## src/rtl/core/q_style_byte_escaper_unit_defines.svh

```systemverilog
// Assertion macros for the Q-style byte escaper.
// Each macro expects signals named clk and rst in the module that uses it.
`ifndef Q_STYLE_BYTE_ESCAPER_UNIT_DEFINES_SVH
`define Q_STYLE_BYTE_ESCAPER_UNIT_DEFINES_SVH

`ifndef NO_ASSERTIONS
`define QBE_ASSERT_IMPLIES(lbl, ante, cons) \
  lbl: assert property (@(posedge clk) disable iff (rst) (ante) |-> (cons)) \
    else $error("qbe assertion failed");
`define QBE_ASSERT_NEXT(lbl, ante, cons) \
  lbl: assert property (@(posedge clk) disable iff (rst) (ante) |=> (cons)) \
    else $error("qbe assertion failed");
`else
`define QBE_ASSERT_IMPLIES(lbl, ante, cons)
`define QBE_ASSERT_NEXT(lbl, ante, cons)
`endif

`endif

```

## src/rtl/core/qbe_pkg.sv

```systemverilog
`timescale 1ns / 1ps
package qbe_pkg;

  localparam int MAX_CAPACITY = 4096;
  localparam int MIN_CAPACITY = 2;
  localparam int CAP_W = 13;
  localparam int CNT_W = 12;
  localparam int MAX_RESULTS = 4;
  localparam int RES_CNT_W = 3;
  localparam logic [CAP_W-1:0] CAPACITY_RESET = 13'd256;

  localparam logic [7:0] CH_NUL = 8'h00;
  localparam logic [7:0] CH_SPACE = 8'h20;
  localparam logic [7:0] CH_UNDERSCORE = 8'h5F;
  localparam logic [7:0] CH_EQUALS = 8'h3D;
  localparam logic [7:0] CH_DEL = 8'h7F;
  localparam logic [7:0] CH_ZERO = 8'h30;
  localparam logic [7:0] CH_UPPER_A = 8'h41;

  typedef struct packed {
    logic [7:0] ch;
    logic       last;
    logic       trunc;
  } res_item_t;

  typedef struct packed {
    res_item_t [MAX_RESULTS-1:0] items;
    logic [RES_CNT_W-1:0]        count;
    logic [CNT_W-1:0]            next_count;
    logic                        next_closed;
  } enc_out_t;

  function automatic logic [7:0] hex_digit(input logic [3:0] v);
    if (v < 4'd10) begin
      return CH_ZERO + {4'd0, v};
    end else begin
      return CH_UPPER_A + {4'd0, v - 4'd10};
    end
  endfunction

endpackage

```

## src/rtl/core/qbe_encode.sv

```systemverilog
`timescale 1ns / 1ps
module qbe_encode
  import qbe_pkg::*;
(
  input  logic [7:0]       in_byte,
  input  logic             in_last,
  input  logic [CNT_W-1:0] written_count,
  input  logic             record_closed,
  input  logic [CAP_W-1:0] capacity,
  output enc_out_t         enc
);

  logic [CAP_W-1:0] cap;
  logic [CAP_W-1:0] count_ext;
  logic [CAP_W-1:0] new_count;
  logic             escape;

  always_comb begin
    if (capacity < CAP_W'(MIN_CAPACITY)) begin
      cap = CAP_W'(MIN_CAPACITY);
    end else if (capacity > CAP_W'(MAX_CAPACITY)) begin
      cap = CAP_W'(MAX_CAPACITY);
    end else begin
      cap = capacity;
    end
  end

  assign count_ext = {1'b0, written_count};
  assign escape = (in_byte == CH_UNDERSCORE) || (in_byte == CH_EQUALS) ||
                  (in_byte < CH_SPACE) || (in_byte >= CH_DEL);

  always_comb begin
    enc = '0;
    enc.next_count = written_count;
    enc.next_closed = record_closed;
    new_count = count_ext;
    if (record_closed) begin
      if (in_last) begin
        enc.next_count = '0;
        enc.next_closed = 1'b0;
      end
    end else if (in_byte == CH_NUL) begin
      enc.items[0] = '{ch: CH_NUL, last: 1'b1, trunc: 1'b0};
      enc.count = RES_CNT_W'(1);
      enc.next_count = '0;
      enc.next_closed = !in_last;
    end else if (escape && (count_ext + CAP_W'(3) >= cap)) begin
      enc.items[0] = '{ch: CH_NUL, last: 1'b1, trunc: 1'b1};
      enc.count = RES_CNT_W'(1);
      enc.next_count = '0;
      enc.next_closed = !in_last;
    end else begin
      if (in_byte == CH_SPACE) begin
        enc.items[0] = '{ch: CH_UNDERSCORE, last: 1'b0, trunc: 1'b0};
        enc.count = RES_CNT_W'(1);
        new_count = count_ext + CAP_W'(1);
      end else if (escape) begin
        enc.items[0] = '{ch: CH_EQUALS, last: 1'b0, trunc: 1'b0};
        enc.items[1] = '{ch: hex_digit(in_byte[7:4]), last: 1'b0, trunc: 1'b0};
        enc.items[2] = '{ch: hex_digit(in_byte[3:0]), last: 1'b0, trunc: 1'b0};
        enc.count = RES_CNT_W'(3);
        new_count = count_ext + CAP_W'(3);
      end else begin
        enc.items[0] = '{ch: in_byte, last: 1'b0, trunc: 1'b0};
        enc.count = RES_CNT_W'(1);
        new_count = count_ext + CAP_W'(1);
      end
      if (new_count >= cap - CAP_W'(1)) begin
        enc.items[enc.count[1:0]] = '{ch: CH_NUL, last: 1'b1, trunc: 1'b1};
        enc.count = enc.count + RES_CNT_W'(1);
        enc.next_count = '0;
        enc.next_closed = !in_last;
      end else if (in_last) begin
        enc.items[enc.count[1:0]] = '{ch: CH_NUL, last: 1'b1, trunc: 1'b0};
        enc.count = enc.count + RES_CNT_W'(1);
        enc.next_count = '0;
        enc.next_closed = 1'b0;
      end else begin
        enc.next_count = new_count[CNT_W-1:0];
      end
    end
  end

endmodule

```

## src/rtl/core/q_style_byte_escaper_unit.sv

```systemverilog
`timescale 1ns / 1ps
// Q-style byte escaper. Source bytes arrive on the input channel (in_valid,
// in_stall, in_byte, in_last) and escaped characters leave on the output
// channel (out_valid, out_stall, out_char, out_last, truncated), one character
// per request. A record ends with a NUL character that has out_last set and
// carries the truncated flag. The output capacity is written through
// cfg_valid, cfg_ready and out_capacity, by the user only while the block is
// idle; the block itself does not enforce this. cfg_ready is always high.
// A byte accepted at one clock edge has its first character, if it yields
// any, on the output in the cycle after. Each byte yields zero to four
// characters, and the next byte is taken in the cycle the last character of
// the previous one leaves, so the block accepts a new byte only once it is
// through with the last one. The four-entry result buffer drains one
// character per cycle while out_stall is low.
// Reset sets the capacity to 256 and clears the character count, the closed
// state and the count of buffered characters. While the receiver stalls, the
// current character holds and in_stall stays high while any character is left.
// Without a stall, in_stall is high while more than one character is left.
`include "q_style_byte_escaper_unit_defines.svh"
module q_style_byte_escaper_unit
  import qbe_pkg::*;
(
  input  logic             clk,
  input  logic             rst,
  input  logic             in_valid,
  output logic             in_stall,
  input  logic [7:0]       in_byte,
  input  logic             in_last,
  output logic             out_valid,
  input  logic             out_stall,
  output logic [7:0]       out_char,
  output logic             out_last,
  output logic             truncated,
  input  logic             cfg_valid,
  output logic             cfg_ready,
  input  logic [CAP_W-1:0] out_capacity
);

  logic [CAP_W-1:0]            capacity;
  logic [CNT_W-1:0]            written_count;
  logic                        record_closed;
  res_item_t [MAX_RESULTS-1:0] res_buf;
  logic [RES_CNT_W-1:0]        remaining;
  enc_out_t                    enc;
  logic                        in_take;
  logic                        out_take;

  qbe_encode u_encode (
    .in_byte       (in_byte),
    .in_last       (in_last),
    .written_count (written_count),
    .record_closed (record_closed),
    .capacity      (capacity),
    .enc           (enc)
  );

  assign cfg_ready = 1'b1;
  assign out_valid = (remaining != '0);
  assign out_take = out_valid && !out_stall;
  assign in_stall = !((remaining == '0) ||
                      ((remaining == RES_CNT_W'(1)) && !out_stall));
  assign in_take = in_valid && !in_stall;

  assign out_char = res_buf[0].ch;
  assign out_last = res_buf[0].last;
  assign truncated = res_buf[0].trunc;

  always_ff @(posedge clk) begin
    if (rst) begin
      capacity <= CAPACITY_RESET;
    end else if (cfg_valid && cfg_ready) begin
      capacity <= out_capacity;
    end
  end

  always_ff @(posedge clk) begin
    if (rst) begin
      written_count <= '0;
      record_closed <= 1'b0;
    end else if (in_take) begin
      written_count <= enc.next_count;
      record_closed <= enc.next_closed;
    end
  end

  always_ff @(posedge clk) begin
    if (rst) begin
      remaining <= '0;
    end else if (in_take) begin
      remaining <= enc.count;
    end else if (out_take) begin
      remaining <= remaining - RES_CNT_W'(1);
    end
  end

  always_ff @(posedge clk) begin
    if (in_take) begin
      res_buf <= enc.items;
    end else if (out_take) begin
      for (int i = 0; i < MAX_RESULTS - 1; i++) begin
        res_buf[i] <= res_buf[i+1];
      end
    end
  end

  `QBE_ASSERT_IMPLIES(a_no_overwrite, in_take && (remaining != '0), (remaining == RES_CNT_W'(1)) && !out_stall)
  `QBE_ASSERT_IMPLIES(a_term_is_nul, out_valid && out_last, out_char == CH_NUL)
  `QBE_ASSERT_IMPLIES(a_trunc_only_on_term, out_valid && !out_last, !truncated)
  `QBE_ASSERT_NEXT(a_closed_discards, in_take && record_closed, remaining == '0)

endmodule
```

## config.mk

```make
export PLATFORM = sky130hd
export DESIGN_NAME = q_style_byte_escaper_unit
export DESIGN_NICKNAME = d
export VERILOG_FILES = /design/src/rtl/core/qbe_pkg.sv /design/src/rtl/core/qbe_encode.sv /design/src/rtl/core/q_style_byte_escaper_unit.sv
export VERILOG_INCLUDE_DIRS = /design/src /design/src/rtl/core
export SDC_FILE = /design/constraint.sdc
export NUM_CORES = 1
export LEC_CHECK = 0
export CORE_ASPECT_RATIO = 1.4
export CORE_MARGIN = 2
export CORE_UTILIZATION = 66
export CTS_BUF_LIST = sky130_fd_sc_hd__clkbuf_8
export DETAILED_ROUTE_END_ITERATION = 10
export DONT_BUFFER_PORTS = 1
export GPL_TIMING_DRIVEN = 0
export PLACE_DENSITY = 0.82
export SYNTH_ARGS = -nofsm -noshare
export SYNTH_HDL_FRONTEND = slang
export SYNTH_HIERARCHICAL = 1
export SYNTH_SLANG_ARGS = --single-unit
```

## constraint.sdc

```tcl
create_clock -name clk -period 11.9 [get_ports clk]
set_clock_uncertainty 0.1 [all_clocks]
set_input_delay 1.19 -clock clk [delete_from_list [all_inputs] [get_ports clk]]
set_output_delay 1.19 -clock clk [all_outputs]
set_load 0.005 [all_outputs]
```

==> flow_metrics.env, run 1 <==
export IMPL_result_of_the_run="complete, no violations"
export IMPL_cap_violations=0
export IMPL_slowest_delay_ps=640
export IMPL_grt_pass1_vias=4500
export IMPL_worst_slew_pin_tran_ps=866
export IMPL_achievable_frequency_mhz=180
export IMPL_wire_length_of_the_first_global_routing_pass_um=20800
export IMPL_drc=0
export IMPL_die_area_um2=8700
export IMPL_initial_core_util=0.678
export IMPL_netlist_top_cells_area="sky130_fd_sc_hd__edfxtp_1 23%, sky130_fd_sc_hd__dfxtp_1 11%, sky130_fd_sc_hd__nand2_1 11%, sky130_fd_sc_hd__ha_1 11%, sky130_fd_sc_hd__a21oi_1 3.5%"
export IMPL_critPathCaptureType="flop"
export IMPL_top_level_ports=40
export IMPL_period_utilisation_layout=0.466
export IMPL_reg2reg_depth=18
export IMPL_cts_inserted_buffers=9
export IMPL_setup_tns_ps=0
export IMPL_detail_route_vias_per_cell=5.95
export IMPL_netlist_cell_type_count=74
export IMPL_timing_hold_worst_start="written_count[5]"
export IMPL_flow_area_growth_from_synthesis_pct=6.97
export IMPL_ys_top_cells_by_count="151 x sky130_fd_sc_hd__nand2_1, 45 x sky130_fd_sc_hd__ha_1, 44 x sky130_fd_sc_hd__nor2_1"
export IMPL_grt_start_max_net_pins=33
export IMPL_timing_max_transition_violations_final=0
export IMPL_ant_nets=0
export IMPL_synth_edf_count=40
export IMPL_synth_seq_cells=69
export IMPL_cts_max_path_buffers=2
export IMPL_core_area_um2=7750
export IMPL_cts_setup_buffers=0
export IMPL_std_cell_rows=38
export IMPL_synth_area_leader_cell="sky130_fd_sc_hd__edfxtp_1"
export IMPL_dpl_hpwl_um=9930
export IMPL_clock_tree_root_cell="sky130_fd_sc_hd__clkbuf_8"
export IMPL_seq_area_frac_synth=0.339
export IMPL_placed_cell_area_um2=5430
export IMPL_power_density_nw_per_um2=167
export IMPL_min_path_type="flop to flop"
export IMPL_period_minus_slack_ps=5550
export IMPL_wl_um=13000
export IMPL_crit_required_ps=12100
export IMPL_multi_input_comb_area_um2=3070
export IMPL_final_setup_viol_count=0
export IMPL_synth_top_flop_cell="sky130_fd_sc_hd__edfxtp_1"
export IMPL_clock_latency_on_the_worst_skew_pair_ps=360
export IMPL_origin_of_the_critical_flop_to_flop_path="capacity[9]"
export IMPL_buffer_ports_inserted=0
export IMPL_vdd_ir_drop_worst_uv=104
export IMPL_area_sequential_um2=1780
export IMPL_place_worst_setup_slack_ps=6390
export IMPL_cts_tree="built"
export IMPL_global_route_usage_total=0.314
export IMPL_hold_worst_path_end="written_count[5]"
export IMPL_r2r_setup_slack_ps=6350
export IMPL_globalplace_congestion=0.934
export IMPL_cts_repair_resize_count=0
export IMPL_fp_dieH_um=110
export IMPL_fillCellCount=597
export IMPL_clk_transition_reported_paths_ps=80
export IMPL_worst_path_max_fanout=10
export IMPL_post_synth_top_count_cell="sky130_fd_sc_hd__nand2_1"
export IMPL_power_static_leakage_nw=2.46
export IMPL_critical_path_most_common_cell="sky130_fd_sc_hd__a21oi_1"
export IMPL_cts_hold_buffers_added=0
export IMPL_synth_top_area_share=0.229
export IMPL_final_layout_size_suffix_gt1_frac=0.119
export IMPL_critical_path_cell_chain="or4_1 > or3_1 > o311ai_1 > ha_1 > inv_1 > a21oi_1 > o21ai_0 > xnor2_1 > ha_1 > a21oi_1 > nor2b_1 > o21ai_0 > o311ai_0 > clkbuf_1 > nor3_1 > a32o_1 > nand2_1 > a21oi_1"
export IMPL_num_antenna_cells=0
export IMPL_syn_mean_instance_area_um2=8.40
export IMPL_synth_cell_area_um2=5260
export IMPL_critPathKind="flop to flop"
export IMPL_timing_hold_worst_path_depth=2
export IMPL_die_width_um=79.4
export IMPL_first_pass_iters=5
export IMPL_relSlewSlack=0.420
export IMPL_cts_max_level=3
export IMPL_synth_async_sr_flop_share=0
export IMPL_final_design_area_no_fill_um2=5620
export IMPL_number_of_clock_sinks_seen_by_cts=69
export IMPL_hold_worst_slack_ps=359
export IMPL_grt_antenna_before_repair=0
export IMPL_ys_warnings_count=6
export IMPL_critical_path_buf_inv_count=2
export IMPL_post_route_worst_setup_slack_ps=6350
export IMPL_setup_repair_after_global_routing_missed_its_margin="false"
export IMPL_critPathSlowestCell="sky130_fd_sc_hd__or4_1"
export IMPL_final_net_count=721
export IMPL_finalHoldViolCount=0
export IMPL_wl_per_cell_um=17.3
export IMPL_global_route_overflow_total=0
export IMPL_setup_worst_path_start_class="flop"
export IMPL_reg2reg_to="written_count[6]"
export IMPL_worst_ep_arrival_time_ps=5750
export IMPL_path_delay_family="compound AO/OA/AOI/OAI gates"
export IMPL_routed_via_count=4487
export IMPL_synthesis_instances=626
export IMPL_detailedRoute_firstIterationViolations=236
==> routing by layer <==
layer / part of all wire / up-vias / track usage
li1: - / 2191 / -
met1: 0.36 / 2058 / 0.305
met2: 0.53 / 186 / 0.592
met3: 0.052 / 52 / 0.0632
met4: 0.056 / 0 / 0.201
met5: 0 / - / 0
==> cells by family after synthesis <==
kind of cell               share of synthesized area
and+or+nand+nor                                0.224
DFF                                            0.339
adders and majority gates                      0.107
xor gates and xnor gates                      0.0517
muxes                                         0.0348
buffers and inverters                         0.0859
AOI/OAI and AO/OA                              0.156
other                                        0.00143
==> state kept, by name, indices dropped and copies added (netlist names) <==
signal,count
capacity,13
out_char,8
res_buf,30
record_closed,1
out_last,1
written_count,12
remaining,3
truncated,1
==> worst reg2reg max path, cell delays in order (launching register included) <==
cell	delay (ps)
sky130_fd_sc_hd__dfxtp_1	360
sky130_fd_sc_hd__or4_1	640
sky130_fd_sc_hd__or3_1	450
sky130_fd_sc_hd__o311ai_1	430
sky130_fd_sc_hd__ha_1	370
sky130_fd_sc_hd__inv_1	90
sky130_fd_sc_hd__a21oi_1	350
sky130_fd_sc_hd__o21ai_0	200
sky130_fd_sc_hd__xnor2_1	170
sky130_fd_sc_hd__ha_1	300
sky130_fd_sc_hd__a21oi_1	150
sky130_fd_sc_hd__nor2b_1	60
sky130_fd_sc_hd__o21ai_0	200
sky130_fd_sc_hd__o311ai_0	250
sky130_fd_sc_hd__clkbuf_1	290
sky130_fd_sc_hd__nor3_1	620
sky130_fd_sc_hd__a32o_1	280
sky130_fd_sc_hd__nand2_1	60
sky130_fd_sc_hd__a21oi_1	110
==> cell usage in the layout, fill, tap and decap left out, types with 3 or more instances in the layout <==
cell and n:
sky130_fd_sc_hd__a211oi_1 10, sky130_fd_sc_hd__a21oi_1 37, sky130_fd_sc_hd__a221oi_1 3, sky130_fd_sc_hd__a31oi_1 9
sky130_fd_sc_hd__a32o_1 4, sky130_fd_sc_hd__and3_1 6, sky130_fd_sc_hd__buf_2 12, sky130_fd_sc_hd__buf_4 24
sky130_fd_sc_hd__buf_6 4, sky130_fd_sc_hd__clkbuf_1 13, sky130_fd_sc_hd__clkbuf_8 9, sky130_fd_sc_hd__conb_1 14
sky130_fd_sc_hd__dfxtp_1 29, sky130_fd_sc_hd__edfxtp_1 40, sky130_fd_sc_hd__ha_1 45, sky130_fd_sc_hd__inv_1 27
sky130_fd_sc_hd__mux2i_1 16, sky130_fd_sc_hd__nand2_1 151, sky130_fd_sc_hd__nand3_1 10, sky130_fd_sc_hd__nand4_1 6
sky130_fd_sc_hd__nor2_1 44, sky130_fd_sc_hd__nor2b_1 7, sky130_fd_sc_hd__nor3_1 7, sky130_fd_sc_hd__nor3b_1 3
sky130_fd_sc_hd__o21ai_0 18, sky130_fd_sc_hd__o31ai_1 3, sky130_fd_sc_hd__or3_1 5, sky130_fd_sc_hd__or4_4 3
sky130_fd_sc_hd__xnor2_1 17, sky130_fd_sc_hd__xor2_1 14
==> worst max path at each step <==
stage                           start               end  slack, ps  depth (start not counted)
after detailed placement  capacity[9]  written_count[6]       6390                         18
after floorplan            in_byte[5]      remaining[0]       7300                         18
after global placement     in_byte[1]  written_count[6]       6500                         20
after global routing      capacity[9]  written_count[9]       5970                         18
after CTS                 capacity[9]  written_count[6]       6370                         18
final                     capacity[9]  written_count[6]       6350                         18
==> metrics by stage <==
step,util,std cells,power [mW]
floorplan,-,638,0.649
global placement,0.700,738,0.727
detailed placement,0.700,738,0.743
CTS,0.726,754,0.940
global route,0.726,754,0.994
finish,0.726,754,0.939
==> area by class of cell <==
type	instances	share of cell area
multi-input cells	485	0.546
flip-flops and latches	69	0.317
plain buffers	54	0.0601
well taps	100	0.0223
clock buffers	9	0.0220
inverters	30	0.0202
clock inverters	7	0.0129
==> power by group <==
group          internal (mW)  total [mW]  switching, mW
sequential             0.357       0.387         0.0302
combinational          0.128       0.355          0.227
clock                 0.0976       0.197         0.0993
(Power assumes the default switching activity.)
==> run 2, diff against run 1 <==
- clock period: 11.9 -> 5.2 ns (I/O delays scaled with it)
==> flow_metrics.env, run 2 (synthesized netlist as in run 1, its figures left out) <==
export IMPL_result_of_the_run="complete, no violations"
export IMPL_critical_path_cell_chain="or4_1 > or3_1 > o311ai_2 > ha_2 > inv_1 > a21oi_2 > o21ai_0 > xnor2_1 > ha_1 > a21oi_1 > nor2b_1 > o21ai_0 > o311ai_2 > clkbuf_2 > nand2b_1 > a21oi_1 > o2111ai_1 > o311ai_2"
export IMPL_reg_largest_list="res_buf x30, capacity x13, written_count x12"
export IMPL_grt_start_max_net_pins=33
export IMPL_vdd_ir_drop_worst_uv=238
export IMPL_num_antenna_cells=0
export IMPL_final_setup_viol_count=0
export IMPL_global_route_overflow_total=0
export IMPL_critPathSlowestCell="sky130_fd_sc_hd__or4_1"
export IMPL_hold_worst_slack_ps=196
export IMPL_die_area_um2=8700
export IMPL_worst_path_max_fanout=10
export IMPL_max_flop_register="res_buf"
export IMPL_final_net_count=721
export IMPL_die_width_um=79.4
export IMPL_clock_latency_on_the_worst_skew_pair_ps=360
export IMPL_worst_ep_arrival_time_ps=5090
export IMPL_cts_setup_buffers=0
export IMPL_worst_slew_pin_tran_ps=898
export IMPL_ant_nets=0
export IMPL_wl_per_cell_um=17.4
export IMPL_fp_dieH_um=110
export IMPL_p_total_mw=2.15
export IMPL_path_delay_family="compound AO/OA/AOI/OAI gates"
export IMPL_period_utilisation_layout=0.946
export IMPL_flow_area_growth_from_synthesis_pct=7.71
export IMPL_final_layout_size_suffix_gt1_frac=0.130
export IMPL_power_density_nw_per_um2=380
export IMPL_cts_max_level=3
export IMPL_grt_pass1_vias=4516
export IMPL_wire_length_of_the_first_global_routing_pass_um=20900
export IMPL_period_minus_slack_ps=4920
export IMPL_initial_core_util=0.678
export IMPL_cts_max_path_buffers=2
export IMPL_critPathCaptureType="flop"
export IMPL_place_worst_setup_slack_ps=-312
export IMPL_final_cell_count_no_fill=754
export IMPL_global_route_usage_total=0.315
export IMPL_min_path_type="primary input to flop"
export IMPL_final_common_cell="sky130_fd_sc_hd__nand2_1"
export IMPL_post_route_worst_setup_slack_ps=283
export IMPL_first_pass_iters=5
export IMPL_setup_tns_ps=0
export IMPL_cts_inserted_buffers=9
export IMPL_critical_path_buf_inv_count=2
export IMPL_drc=0
export IMPL_number_of_clock_sinks_seen_by_cts=69
export IMPL_dpl_hpwl_um=9930
export IMPL_detail_route_vias_per_cell=5.95
export IMPL_setup_worst_path_start_class="flop"
export IMPL_clock_tree_root_cell="sky130_fd_sc_hd__clkbuf_8"
export IMPL_buffer_ports_inserted=0
export IMPL_timing_max_transition_violations_final=0
export IMPL_grt_antenna_before_repair=0
export IMPL_power_static_leakage_nw=2.47
export IMPL_finalHoldViolCount=0
export IMPL_relSlewSlack=0.399
export IMPL_core_area_um2=7750
export IMPL_crit_required_ps=5370
export IMPL_slowest_delay_ps=640
export IMPL_top_level_ports=40
export IMPL_cts_hold_buffers_added=0
export IMPL_critPathKind="flop to flop"
export IMPL_detailedRoute_firstIterationViolations=200
export IMPL_clk_transition_reported_paths_ps=80
export IMPL_largest_reg_flops=30
export IMPL_routed_via_count=4488
export IMPL_placed_cells_incl_taps=738
export IMPL_layout_common_cells="151 x sky130_fd_sc_hd__nand2_1, 44 x sky130_fd_sc_hd__nor2_1, 44 x sky130_fd_sc_hd__ha_1"
export IMPL_cts_tree="built"
export IMPL_achievable_frequency_mhz=203
export IMPL_globalplace_congestion=0.934
export IMPL_std_cell_rows=38
export IMPL_cap_violations=0
export IMPL_wl_um=13100
export IMPL_critical_path_most_common_cell="sky130_fd_sc_hd__o311ai_2"
-- run 2: power breakdown --
group          leakage (nW)  switching, mW  internal, mW
Clock                0.0993          0.225         0.223
Combinational          1.74          0.520         0.296
Sequential            0.631         0.0691         0.816
Total                  2.47          0.814          1.34
-- run 2: what timing repair did --
action | CTS | global route
gates cloned | 0 | 0
resized for setup | 3 | 6
endpoints found under the setup margin | 8 | 19
-- run 2: worst paths after layout --
path                            to        startpoint  slack, ps  cells after the start
hold reg to reg   written_count[5]  written_count[5]        360                      2
hold / removal         capacity[8]   out_capacity[8]        200                      2
setup reg to reg      remaining[0]       capacity[9]        280                     18
setup / recovery      remaining[0]       capacity[9]        280                     18
-- run 2: metrics by stage --
step,util,area [µm²]
detailed placement,0.700,5430
finish,0.731,5660
floorplan,-,5300
CTS,0.726,5630
global route,0.731,5660
global placement,0.700,5430
-- run 2: cell type report --
cell class,instances,area [µm²]
Clock inverter,7,72.6
Sequential cell,69,1780
Clock buffer,9,124
Inverter,30,114
Fill cell,593,2090
Buffer,54,339
Multi-Input combinational cell,485,3110
Tap cell,100,125
-- run 2: per-layer routing --
metal | up-vias | GRT usage | share of wire
met5 | - | 0 | 0
met4 | 0 | 0.203 | 0.058
met3 | 54 | 0.0632 | 0.046
met2 | 195 | 0.592 | 0.53
met1 | 2048 | 0.306 | 0.37
li1 | 2191 | - | -
-- run 2: worst reg2reg max path: stages, from the launching register on --
cell and delay (ps):
sky130_fd_sc_hd__dfxtp_1 360, sky130_fd_sc_hd__or4_1 640, sky130_fd_sc_hd__or3_1 460, sky130_fd_sc_hd__o311ai_2 340, sky130_fd_sc_hd__ha_2 330, sky130_fd_sc_hd__inv_1 80
sky130_fd_sc_hd__a21oi_2 230, sky130_fd_sc_hd__o21ai_0 170, sky130_fd_sc_hd__xnor2_1 170, sky130_fd_sc_hd__ha_1 300, sky130_fd_sc_hd__a21oi_1 150, sky130_fd_sc_hd__nor2b_1 60
sky130_fd_sc_hd__o21ai_0 260, sky130_fd_sc_hd__o311ai_2 190, sky130_fd_sc_hd__clkbuf_2 250, sky130_fd_sc_hd__nand2b_1 230, sky130_fd_sc_hd__a21oi_1 240, sky130_fd_sc_hd__o2111ai_1 180
sky130_fd_sc_hd__o311ai_2 120
